**src/hdl/xbs_pkg.sv**
```systemverilog
// Package for the XMODEM block sender: codes, phase type, result record
// and the CRC-16 byte update. No dependencies.
package xbs_pkg;

    localparam int BLOCK_BYTES = 128;
    localparam int ADDR_W      = $clog2(BLOCK_BYTES);
    localparam int CFG_ADDR_W  = 2;

    // frame layout: SOH, number, complement, data, trailer
    localparam logic [7:0] DATA_START  = 8'd3;
    localparam logic [7:0] TRAILER_POS = 8'(BLOCK_BYTES + 3);
    localparam logic [7:0] LAST_SUM    = 8'(BLOCK_BYTES + 3);
    localparam logic [7:0] LAST_CRC    = 8'(BLOCK_BYTES + 4);

    localparam logic [7:0] CH_SOH = 8'h01;
    localparam logic [7:0] CH_EOT = 8'h04;
    localparam logic [7:0] CH_ACK = 8'h06;
    localparam logic [7:0] CH_NAK = 8'h15;
    localparam logic [7:0] CH_CAN = 8'h18;
    localparam logic [7:0] CH_C   = 8'h43;

    localparam logic [15:0] CRC_POLY = 16'h1021;

    localparam logic [7:0] RST_TRIES  = 8'd6;
    localparam logic [7:0] RST_MARKER = 8'd26;
    localparam logic [7:0] RST_PAD    = 8'd32;

    localparam logic [CFG_ADDR_W-1:0] REG_TRIES  = 2'd0;
    localparam logic [CFG_ADDR_W-1:0] REG_MARKER = 2'd1;
    localparam logic [CFG_ADDR_W-1:0] REG_PAD    = 2'd2;

    typedef enum logic [1:0] {
        MODE_FILE = 2'd0,
        MODE_EOF  = 2'd1,
        MODE_RX   = 2'd2,
        MODE_SLOT = 2'd3
    } mode_t;

    typedef enum logic [2:0] {
        PH_HANDSHAKE = 3'd0,
        PH_FILLING   = 3'd1,
        PH_SENDING   = 3'd2,
        PH_AWAIT     = 3'd3,
        PH_ENDING    = 3'd4,
        PH_DONE      = 3'd5,
        PH_ABORTED   = 3'd6
    } phase_t;

    typedef struct packed {
        logic       tx_valid;
        logic [7:0] tx_byte;
        logic       data_taken;
        phase_t     phase;
        logic       crc_mode;
    } result_t;

    function automatic logic [15:0] crc16_update(input logic [15:0] crc_in,
                                                 input logic [7:0]  b);
        logic [15:0] c;
        c = crc_in ^ {b, 8'h00};
        for (int k = 0; k < 8; k++) begin
            if (c[15])
                c = {c[14:0], 1'b0} ^ CRC_POLY;
            else
                c = {c[14:0], 1'b0};
        end
        return c;
    endfunction

endpackage

```
**src/hdl/xbs_block_buf.sv**
```systemverilog
// Block buffer: one write port, one read port, registered read data.
// Depends on xbs_pkg.
module xbs_block_buf (
    input  logic                       clk,
    input  logic                       we,
    input  logic [xbs_pkg::ADDR_W-1:0] waddr,
    input  logic [7:0]                 wdata,
    input  logic                       re,
    input  logic [xbs_pkg::ADDR_W-1:0] raddr,
    output logic [7:0]                 rdata
);

    logic [7:0] mem [xbs_pkg::BLOCK_BYTES];
    logic [7:0] rdata_reg;

    always_ff @(posedge clk)
    begin
        if (we)
        begin
            mem[waddr] <= wdata;
        end
    end

    // read data holds until the next read, so a stalled result keeps it
    always_ff @(posedge clk)
    begin
        if (re)
        begin
            rdata_reg <= mem[raddr];
        end
    end

    assign rdata = rdata_reg;

endmodule

```
**src/hdl/xmodem_block_sender.sv**
```systemverilog
// XMODEM block sender top level: sequencer, check accumulation and the
// two-stage result path. Depends on xbs_pkg and xbs_block_buf.
//
// Usage: each request on the s_ side carries a kind in s_tuser (file byte,
// end of file, receiver byte, transmit slot) and a byte in s_tdata. Every
// request gives exactly one result on the m_ side: a line byte when
// m_tuser is high, plus the data-taken flag, the phase and the check mode.
// A result passes the two registered result stages before it shows on m_;
// one request is taken per cycle while s_tready is high. The frame
// bytes of the data part come from the block buffer, whose registered read
// data feeds the second stage.
// End of file writes the marker and then sweeps pad bytes into the buffer,
// one byte a cycle; s_tready stays low until the sweep has filled the block
// after such a request. The result of that request leaves at once.
// A stall on m_tready fills the two result stages and then drops s_tready.
// Reset (rst_n low) returns to the handshake phase with block number 1,
// checksum mode, registers at 6 / 26 / 32, and empties the result path.
// Configuration writes (cfg_we, cfg_addr, cfg_wdata) take effect at once
// and belong to idle periods only.
module xmodem_block_sender (
    input  logic                           clk,
    input  logic                           rst_n,
    input  logic                           cfg_we,
    input  logic [xbs_pkg::CFG_ADDR_W-1:0] cfg_addr,
    input  logic [7:0]                     cfg_wdata,
    input  logic                           s_tvalid,
    output logic                           s_tready,
    input  logic [7:0]                     s_tdata,   // data_byte[7:0]
    input  logic [1:0]                     s_tuser,   // mode[1:0]
    output logic                           m_tvalid,
    input  logic                           m_tready,
    // tx_byte[7:0], data_taken[8], phase[11:9], crc_mode[12], zero[15:13]
    output logic [15:0]                    m_tdata,
    output logic                           m_tuser    // tx_valid
);

    localparam int AW = xbs_pkg::ADDR_W;

    // configuration
    logic [7:0] tries_cfg_reg, marker_cfg_reg, pad_cfg_reg;

    // sequencer state
    xbs_pkg::phase_t phase_reg, phase_next;
    logic [7:0]  fill_reg, fill_next;
    logic [7:0]  send_reg, send_next;
    logic [7:0]  blk_reg, blk_next;
    logic [15:0] crc_reg, crc_next;
    logic [7:0]  sum_reg, sum_next;
    logic        crc_sel_reg, crc_sel_next;
    logic [7:0]  tries_reg, tries_next;
    logic        eof_reg, eof_next;
    logic        pad_busy_reg, pad_busy_next;

    // result stages
    logic             p_valid_reg, o_valid_reg;
    xbs_pkg::result_t p_res_reg, o_res_reg;
    logic             p_mem_reg;
    xbs_pkg::result_t res_now;
    logic             res_mem;

    // buffer ports
    logic          mem_we, mem_re;
    logic [AW-1:0] mem_waddr, mem_raddr;
    logic [7:0]    mem_wdata, mem_rdata;

    logic          accept, p_adv;
    xbs_pkg::mode_t mode_in;
    logic [7:0]    tries_inc;
    logic [7:0]    store_byte;
    logic          store_en;

    assign mode_in = xbs_pkg::mode_t'(s_tuser);
    assign p_adv   = p_valid_reg && (!o_valid_reg || m_tready);
    assign s_tready = !pad_busy_reg && (!p_valid_reg || !o_valid_reg || m_tready);
    assign accept  = s_tvalid && s_tready;

    always_ff @(posedge clk or negedge rst_n)
    begin
        if (!rst_n)
        begin
            tries_cfg_reg  <= xbs_pkg::RST_TRIES;
            marker_cfg_reg <= xbs_pkg::RST_MARKER;
            pad_cfg_reg    <= xbs_pkg::RST_PAD;
        end
        else if (cfg_we)
        begin
            unique case (cfg_addr)
                xbs_pkg::REG_TRIES:  tries_cfg_reg  <= cfg_wdata;
                xbs_pkg::REG_MARKER: marker_cfg_reg <= cfg_wdata;
                xbs_pkg::REG_PAD:    pad_cfg_reg    <= cfg_wdata;
                default: ;
            endcase
        end
    end

    always_ff @(posedge clk or negedge rst_n)
    begin
        if (!rst_n)
        begin
            phase_reg    <= xbs_pkg::PH_HANDSHAKE;
            fill_reg     <= 8'd0;
            send_reg     <= 8'd0;
            blk_reg      <= 8'd1;
            crc_reg      <= 16'd0;
            sum_reg      <= 8'd0;
            crc_sel_reg  <= 1'b0;
            tries_reg    <= 8'd0;
            eof_reg      <= 1'b0;
            pad_busy_reg <= 1'b0;
        end
        else
        begin
            phase_reg    <= phase_next;
            fill_reg     <= fill_next;
            send_reg     <= send_next;
            blk_reg      <= blk_next;
            crc_reg      <= crc_next;
            sum_reg      <= sum_next;
            crc_sel_reg  <= crc_sel_next;
            tries_reg    <= tries_next;
            eof_reg      <= eof_next;
            pad_busy_reg <= pad_busy_next;
        end
    end

    assign tries_inc = (tries_reg == 8'hFF) ? tries_reg : tries_reg + 8'd1;

    always_comb
    begin
        phase_next    = phase_reg;
        fill_next     = fill_reg;
        send_next     = send_reg;
        blk_next      = blk_reg;
        crc_next      = crc_reg;
        sum_next      = sum_reg;
        crc_sel_next  = crc_sel_reg;
        tries_next    = tries_reg;
        eof_next      = eof_reg;
        pad_busy_next = pad_busy_reg;
        store_en      = 1'b0;
        store_byte    = s_tdata;
        mem_re        = 1'b0;
        mem_raddr     = AW'(send_reg - xbs_pkg::DATA_START);
        res_now.tx_valid   = 1'b0;
        res_now.tx_byte    = 8'd0;
        res_now.data_taken = 1'b0;
        res_mem            = 1'b0;

        if (pad_busy_reg)
        begin
            store_en   = 1'b1;
            store_byte = pad_cfg_reg;
            if (fill_reg == 8'(xbs_pkg::BLOCK_BYTES - 1))
                pad_busy_next = 1'b0;
        end
        else if (accept)
        begin
            unique case (phase_reg)
                xbs_pkg::PH_HANDSHAKE:
                begin
                    if (mode_in == xbs_pkg::MODE_RX)
                    begin
                        if (s_tdata == xbs_pkg::CH_C)
                        begin
                            crc_sel_next = 1'b1;
                            phase_next   = xbs_pkg::PH_FILLING;
                        end
                        else if (s_tdata == xbs_pkg::CH_NAK)
                        begin
                            crc_sel_next = 1'b0;
                            phase_next   = xbs_pkg::PH_FILLING;
                        end
                        else
                        begin
                            tries_next = tries_inc;
                            if (tries_inc >= tries_cfg_reg)
                            begin
                                crc_sel_next = 1'b0;
                                phase_next   = xbs_pkg::PH_FILLING;
                            end
                        end
                    end
                end
                xbs_pkg::PH_FILLING:
                begin
                    if (mode_in == xbs_pkg::MODE_FILE)
                    begin
                        res_now.data_taken = 1'b1;
                        store_en           = 1'b1;
                        if (fill_reg == 8'(xbs_pkg::BLOCK_BYTES - 1))
                        begin
                            send_next  = 8'd0;
                            phase_next = xbs_pkg::PH_SENDING;
                        end
                    end
                    else if (mode_in == xbs_pkg::MODE_EOF)
                    begin
                        // marker now, pad bytes swept in on the following cycles
                        res_now.data_taken = 1'b1;
                        store_en           = 1'b1;
                        store_byte         = marker_cfg_reg;
                        eof_next           = 1'b1;
                        send_next          = 8'd0;
                        phase_next         = xbs_pkg::PH_SENDING;
                        if (fill_reg != 8'(xbs_pkg::BLOCK_BYTES - 1))
                            pad_busy_next = 1'b1;
                    end
                end
                xbs_pkg::PH_SENDING:
                begin
                    if (mode_in == xbs_pkg::MODE_SLOT)
                    begin
                        res_now.tx_valid = 1'b1;
                        if (send_reg == 8'd0)
                            res_now.tx_byte = xbs_pkg::CH_SOH;
                        else if (send_reg == 8'd1)
                            res_now.tx_byte = blk_reg;
                        else if (send_reg == 8'd2)
                            res_now.tx_byte = ~blk_reg;
                        else if (send_reg < xbs_pkg::TRAILER_POS)
                        begin
                            mem_re  = 1'b1;
                            res_mem = 1'b1;
                        end
                        else if (crc_sel_reg && send_reg == xbs_pkg::TRAILER_POS)
                            res_now.tx_byte = crc_reg[15:8];
                        else if (crc_sel_reg)
                            res_now.tx_byte = crc_reg[7:0];
                        else
                            res_now.tx_byte = sum_reg;
                        send_next = send_reg + 8'd1;
                        if ((send_reg + 8'd1) >= (crc_sel_reg ? xbs_pkg::LAST_CRC
                                                              : xbs_pkg::LAST_SUM))
                            phase_next = xbs_pkg::PH_AWAIT;
                    end
                end
                xbs_pkg::PH_AWAIT:
                begin
                    if (mode_in == xbs_pkg::MODE_RX)
                    begin
                        if (s_tdata == xbs_pkg::CH_ACK)
                        begin
                            blk_next   = (blk_reg == 8'hFF) ? 8'd1 : blk_reg + 8'd1;
                            fill_next  = 8'd0;
                            send_next  = 8'd0;
                            crc_next   = 16'd0;
                            sum_next   = 8'd0;
                            phase_next = eof_reg ? xbs_pkg::PH_ENDING : xbs_pkg::PH_FILLING;
                        end
                        else if (s_tdata == xbs_pkg::CH_CAN)
                            phase_next = xbs_pkg::PH_ABORTED;
                        else
                        begin
                            send_next  = 8'd0;
                            phase_next = xbs_pkg::PH_SENDING;
                        end
                    end
                end
                xbs_pkg::PH_ENDING:
                begin
                    if (mode_in == xbs_pkg::MODE_SLOT)
                    begin
                        res_now.tx_valid = 1'b1;
                        res_now.tx_byte  = xbs_pkg::CH_EOT;
                    end
                    else if (mode_in == xbs_pkg::MODE_RX && s_tdata == xbs_pkg::CH_ACK)
                        phase_next = xbs_pkg::PH_DONE;
                end
                default: ;
            endcase
        end

        // every buffer write also feeds the running checks
        if (store_en)
        begin
            fill_next = fill_reg + 8'd1;
            crc_next  = xbs_pkg::crc16_update(crc_reg, store_byte);
            sum_next  = sum_reg + store_byte;
        end

        res_now.phase    = phase_next;
        res_now.crc_mode = crc_sel_next;
    end

    assign mem_we    = store_en;
    assign mem_waddr = fill_reg[AW-1:0];
    assign mem_wdata = store_byte;

    xbs_block_buf u_buf (
        .clk   (clk),
        .we    (mem_we),
        .waddr (mem_waddr),
        .wdata (mem_wdata),
        .re    (mem_re),
        .raddr (mem_raddr),
        .rdata (mem_rdata)
    );

    always_ff @(posedge clk or negedge rst_n)
    begin
        if (!rst_n)
        begin
            p_valid_reg <= 1'b0;
            o_valid_reg <= 1'b0;
        end
        else
        begin
            if (accept)
                p_valid_reg <= 1'b1;
            else if (p_adv)
                p_valid_reg <= 1'b0;
            if (p_adv)
                o_valid_reg <= 1'b1;
            else if (m_tready)
                o_valid_reg <= 1'b0;
        end
    end

    always_ff @(posedge clk)
    begin
        if (accept)
        begin
            p_res_reg <= res_now;
            p_mem_reg <= res_mem;
        end
        if (p_adv)
        begin
            o_res_reg.tx_valid   <= p_res_reg.tx_valid;
            o_res_reg.tx_byte    <= p_mem_reg ? mem_rdata : p_res_reg.tx_byte;
            o_res_reg.data_taken <= p_res_reg.data_taken;
            o_res_reg.phase      <= p_res_reg.phase;
            o_res_reg.crc_mode   <= p_res_reg.crc_mode;
        end
    end

    assign m_tvalid = o_valid_reg;
    assign m_tuser  = o_res_reg.tx_valid;
    assign m_tdata  = {3'b000, o_res_reg.crc_mode, o_res_reg.phase,
                       o_res_reg.data_taken, o_res_reg.tx_byte};

endmodule
```
**config.mk**
```make
export PLATFORM = sky130hd
export DESIGN_NAME = xmodem_block_sender
export DESIGN_NICKNAME = d
export VERILOG_FILES = /design/src/hdl/xbs_pkg.sv /design/src/hdl/xbs_block_buf.sv /design/src/hdl/xmodem_block_sender.sv
export SDC_FILE = /design/constraint.sdc
export NUM_CORES = 1
export LEC_CHECK = 0
export ABC_AREA = 0
export BUFFER_PORTS_ARGS = -buffer_cell sky130_fd_sc_hd__buf_2
export CAP_MARGIN = 30
export CORE_MARGIN = 3
export CORE_UTILIZATION = 30
export CTS_CLUSTER_DIAMETER = 120
export DETAILED_ROUTE_END_ITERATION = 10
export PLACE_DENSITY_LB_ADDON = 0.25
export SLEW_MARGIN = 5
export SYNTH_ARGS = -nofsm -noshare
export SYNTH_HDL_FRONTEND = slang
export SYNTH_SLANG_ARGS = --single-unit
```
**constraint.sdc**
```tcl
create_clock -name clk -period 5.7 [get_ports clk]
set_clock_uncertainty 0.15 [all_clocks]
set_input_delay 1.14 -clock clk [delete_from_list [all_inputs] [get_ports clk]]
set_output_delay 1.14 -clock clk [all_outputs]
set_load 0.02 [all_outputs]
```
==> impl_table.tex <==
\begin{tabular}{lr}
\hline
Metric & Value \\
\hline
\multicolumn{2}{l}{\textbf{Run status}} \\
\quad Result of the run & complete, no violations \\
\multicolumn{2}{l}{\textbf{CTS}} \\
\quad Sink Count & 1149 \\
\quad Clock tree from TritonCTS & yes \\
\quad Count of hold-fix buffers inserted at cts & 0 \\
\quad Clock latency on the worst-skew pair & 740 ps \\
\quad Setup Fix Bufs, Post-CTS & 0 \\
\quad Clock input transition at the sequential cells of the worst setup and hold paths & 60 ps \\
\quad Root Buffer & sky130\_fd\_sc\_hd\_\_clkbuf\_16 \\
\quad Count of cells resized by post-cts repair & 0 \\
\quad Worst-case clock buffer depth & 3 \\
\quad H-Tree Depth & 3 \\
\quad CTS Buf Count & 117 \\
\multicolumn{2}{l}{\textbf{STA}} \\
\quad Minimum period implied by the final worst setup slack & 4290 ps \\
\quad Setup Total Neg Slack & 0 ps \\
\quad Final setup fails & 0 \\
\quad Endpoints failing hold & 0 \\
\quad Total count of max-transition violations in the final report & 0 \\
\quad RSZ-0062 raised after global routing & no \\
\quad Final Cycle Share & 0.753 \\
\quad Final WS setup & 1410 ps \\
\quad Slew Limit Headroom & 0.313 \\
\quad Fmax & 233 MHz \\
\quad Transition time at the pin with the least slew margin & 1030 ps \\
\multicolumn{2}{l}{\textbf{Placed design}} \\
\quad Count of buffers from port buffering & 40 \\
\quad Routability-driven placement congestion ratio & 0.784 \\
\quad Sum of net half-perimeters after detailed placement & 69900 µm \\
\quad \# placed instances & between 4000 and 5000 \\
\quad Placed cell areas & $\sim$49000 µm² \\
\quad Setup slack after placement & 706 ps \\
\multicolumn{2}{l}{\textbf{Pwr}} \\
\quad Final Power & 0.0223 W \\
\quad Reported leakage power & approximately 17 nW \\
\quad Max rail drop VDD & 0.240 mV \\
\quad Power density normalized to cell area & 418 nW/µm² \\
\multicolumn{2}{l}{\textbf{Synthesis}} \\
\quad Mapped Area & $\sim$46000 µm² \\
\quad Mean post-synth cell area & 20.3 µm² \\
\quad Number of warnings issued by yosys & 0 \\
\quad Main flop type after synthesis & sky130\_fd\_sc\_hd\_\_edfxtp\_1 \\
\quad Gate Count Post-Synth & 2285 \\
\quad Total of flip-flops plus latches after synthesis & 1149 \\
\quad Post-synth EDFFs & 1061 \\
\quad Sequential area share after synthesis & 0.735 \\
\quad Ys async rst share & 0.0766 \\
\quad Post-synth cell types & 82 \\
\multicolumn{2}{l}{\textbf{Cells and area}} \\
\quad Layout area overhead & 15.3\% \\
\quad Filler instances & $\sim$14000 \\
\quad Storage element area & 34100 µm² \\
\quad Most frequent standard cell in the layout excluding fill and tap cells & sky130\_fd\_sc\_hd\_\_edfxtp\_1 \\
\quad Share of final-layout standard cells stronger than drive strength 1 & 0.276 \\
\quad Total area of multi-input combinational cells & approximately 12000 µm² \\
\quad Final \#Nets & 2465 \\
\quad Max reg flops & between 1000 and 1500 \\
\quad Cell Count, Final, Fillers Out & 4545 \\
\quad Most frequent cells in the layout & sky130\_fd\_sc\_hd\_\_edfxtp\_1, sky130\_fd\_sc\_hd\_\_mux4\_2, sky130\_fd\_sc\_hd\_\_nor2\_1 \\
\quad Post-route standard cell area excluding fillers & roughly 53000 µm² \\
\multicolumn{2}{l}{\textbf{Floorplanning}} \\
\quad Starting density of the core & 0.304 \\
\quad IO Count & 44 \\
\quad Floorplan core area & 153000 µm² \\
\quad Floorplan row count & approximately 140 \\
\quad Die boundary width & 399 µm \\
\quad Vertical die dimension & $\sim$400 µm \\
\quad Area enclosed by the die boundary & 159000 µm² \\
\multicolumn{2}{l}{\textbf{Worst setup path}} \\
\quad Critical-path maximum fanout & 40 \\
\quad Crit end category & flop \\
\quad Critical setup path kind & in2reg \\
\quad Critical path launch point type & input pin \\
\quad Arrival time of data at the critical path endpoint & between 4000 and 5000 ps \\
\quad Depth of the worst register-to-register path & 12 \\
\quad Data required time of the critical path & roughly 6000 ps \\
\multicolumn{2}{l}{\textbf{Global route}} \\
\quad Maximum number of pins on one net before global-route repair & 110 \\
\quad Number of global-route vias before repair & 23591 \\
\quad Wire length of the first global-routing pass & 166000 µm \\
\quad GRT Residual Overflow & 0 \\
\quad Global router's overall resource usage & 0.142 \\
\quad Number of antenna violations at the first check in global routing & 3 \\
\multicolumn{2}{l}{\textbf{Route}} \\
\quad Wirelength, routed & 112000 µm \\
\quad Drt first-iter violations & 1886 \\
\quad Number of routed nets with antenna violations & 0 \\
\quad Vias after detailed routing & 22583 \\
\quad Number of search-and-repair iterations in the first detailed-routing pass & 5 \\
\quad Residual DRC count & 0 \\
\quad Detailed-route vias per instance & 4.97 \\
\quad Routed wire per std cell & 24.7 µm \\
\multicolumn{2}{l}{\textbf{Min path}} \\
\quad Hold path cells & 0 \\
\quad Tightest Hold Check Type & reg2reg \\
\multicolumn{2}{l}{\textbf{Job}} \\
\quad Count of maximum capacitance violations & 0 \\
\hline
\end{tabular}
-- critical path, stage by stage --
cell	delay [ps]
sky130_fd_sc_hd__buf_2	150
sky130_fd_sc_hd__nor4b_4	430
sky130_fd_sc_hd__and4_1	560
sky130_fd_sc_hd__a22oi_1	200
sky130_fd_sc_hd__nand2_4	440
sky130_fd_sc_hd__ha_1	340
sky130_fd_sc_hd__a21o_1	160
sky130_fd_sc_hd__a21oi_1	230
sky130_fd_sc_hd__o21ai_0	180
sky130_fd_sc_hd__o41ai_1	380
sky130_fd_sc_hd__xnor2_1	140
sky130_fd_sc_hd__or3_1	330
sky130_fd_sc_hd__o21ai_1	80
-- logic make-up after synthesis --
logic type,Yosys count,synth area share
xor+xnor,56,0.0134
fa+ha+maj,26,0.00718
flops,1149,0.735
simple gates,387,0.0384
compound gates,145,0.0224
mux,383,0.170
buf+inv,138,0.0131
other cells,1,0.0000809
-- final timing paths --
check	from	endpoint	slack, ps
max	s_tuser[1]	sum_reg[7]	1410
min reg2reg	p_res_reg[0]	m_tdata[12]	240
min in group asynchronous	rst_n	blk_reg[4]	330
min	p_res_reg[0]	m_tdata[12]	240
max in group asynchronous	rst_n	fill_reg[1]	4060
max reg2reg	phase_reg[2]	sum_reg[7]	1450
-- area by class of cell --
| type | instances | area share |
|---|---|---|
| timing repair buffer | 128 | 0.0213 |
| antenna | 1 | 0.0000468 |
| tap | 2030 | 0.0475 |
| inverter | 18 | 0.00131 |
| multi-input combinational | 1000 | 0.220 |
| clock inverter | 77 | 0.0148 |
| clock buffer | 142 | 0.0573 |
| sequential | 1149 | 0.638 |
-- layer usage --
metal  GRT usage  vias up  share of wire
li1            -     9642              -
met4      0.0339        0          0.020
met2       0.226      620           0.48
met1       0.199    12158           0.44
met5           0        -              0
met3      0.0310      163          0.058
-- report_power, final --
part | switching [W] | leakage (nW) | internal, W
Clock | 0.00324 | 1.88 | 0.00445
Sequential | 0.000233 | 10.7 | 0.0101
Combinational | 0.00254 | 4.26 | 0.00172
Total | 0.00601 | 16.8 | 0.0163
-- cell usage after synthesis, types with 21 or more instances --
| master | count | share of area |
|---|---|---|
| sky130_fd_sc_hd__nor2_1 | 178 | 0.014 |
| sky130_fd_sc_hd__a21oi_1 | 21 | 0.0023 |
| sky130_fd_sc_hd__nand3_1 | 23 | 0.0025 |
| sky130_fd_sc_hd__xnor2_1 | 30 | 0.0057 |
| sky130_fd_sc_hd__o21ai_0 | 29 | 0.0031 |
| sky130_fd_sc_hd__dfrtp_1 | 81 | 0.044 |
| sky130_fd_sc_hd__mux2_2 | 30 | 0.0073 |
| sky130_fd_sc_hd__clkbuf_1 | 61 | 0.0049 |
| sky130_fd_sc_hd__ha_1 | 25 | 0.0068 |
| sky130_fd_sc_hd__buf_2 | 51 | 0.0055 |
| sky130_fd_sc_hd__edfxtp_1 | 1061 | 0.69 |
| sky130_fd_sc_hd__nand2_1 | 102 | 0.0083 |
| sky130_fd_sc_hd__mux4_2 | 320 | 0.16 |
| sky130_fd_sc_hd__mux2i_1 | 32 | 0.0069 |
-- per-stage QoR --
stage | hold slack [ps] | utilization
final | 241 | 0.350
after global routing | 245 | 0.350
after CTS | 234 | 0.349
after detailed placement | 256 | 0.323
after global placement | 255 | 0.321
after floorplan | 250 | -
Note: power is estimated with default switching activity, not from simulation.
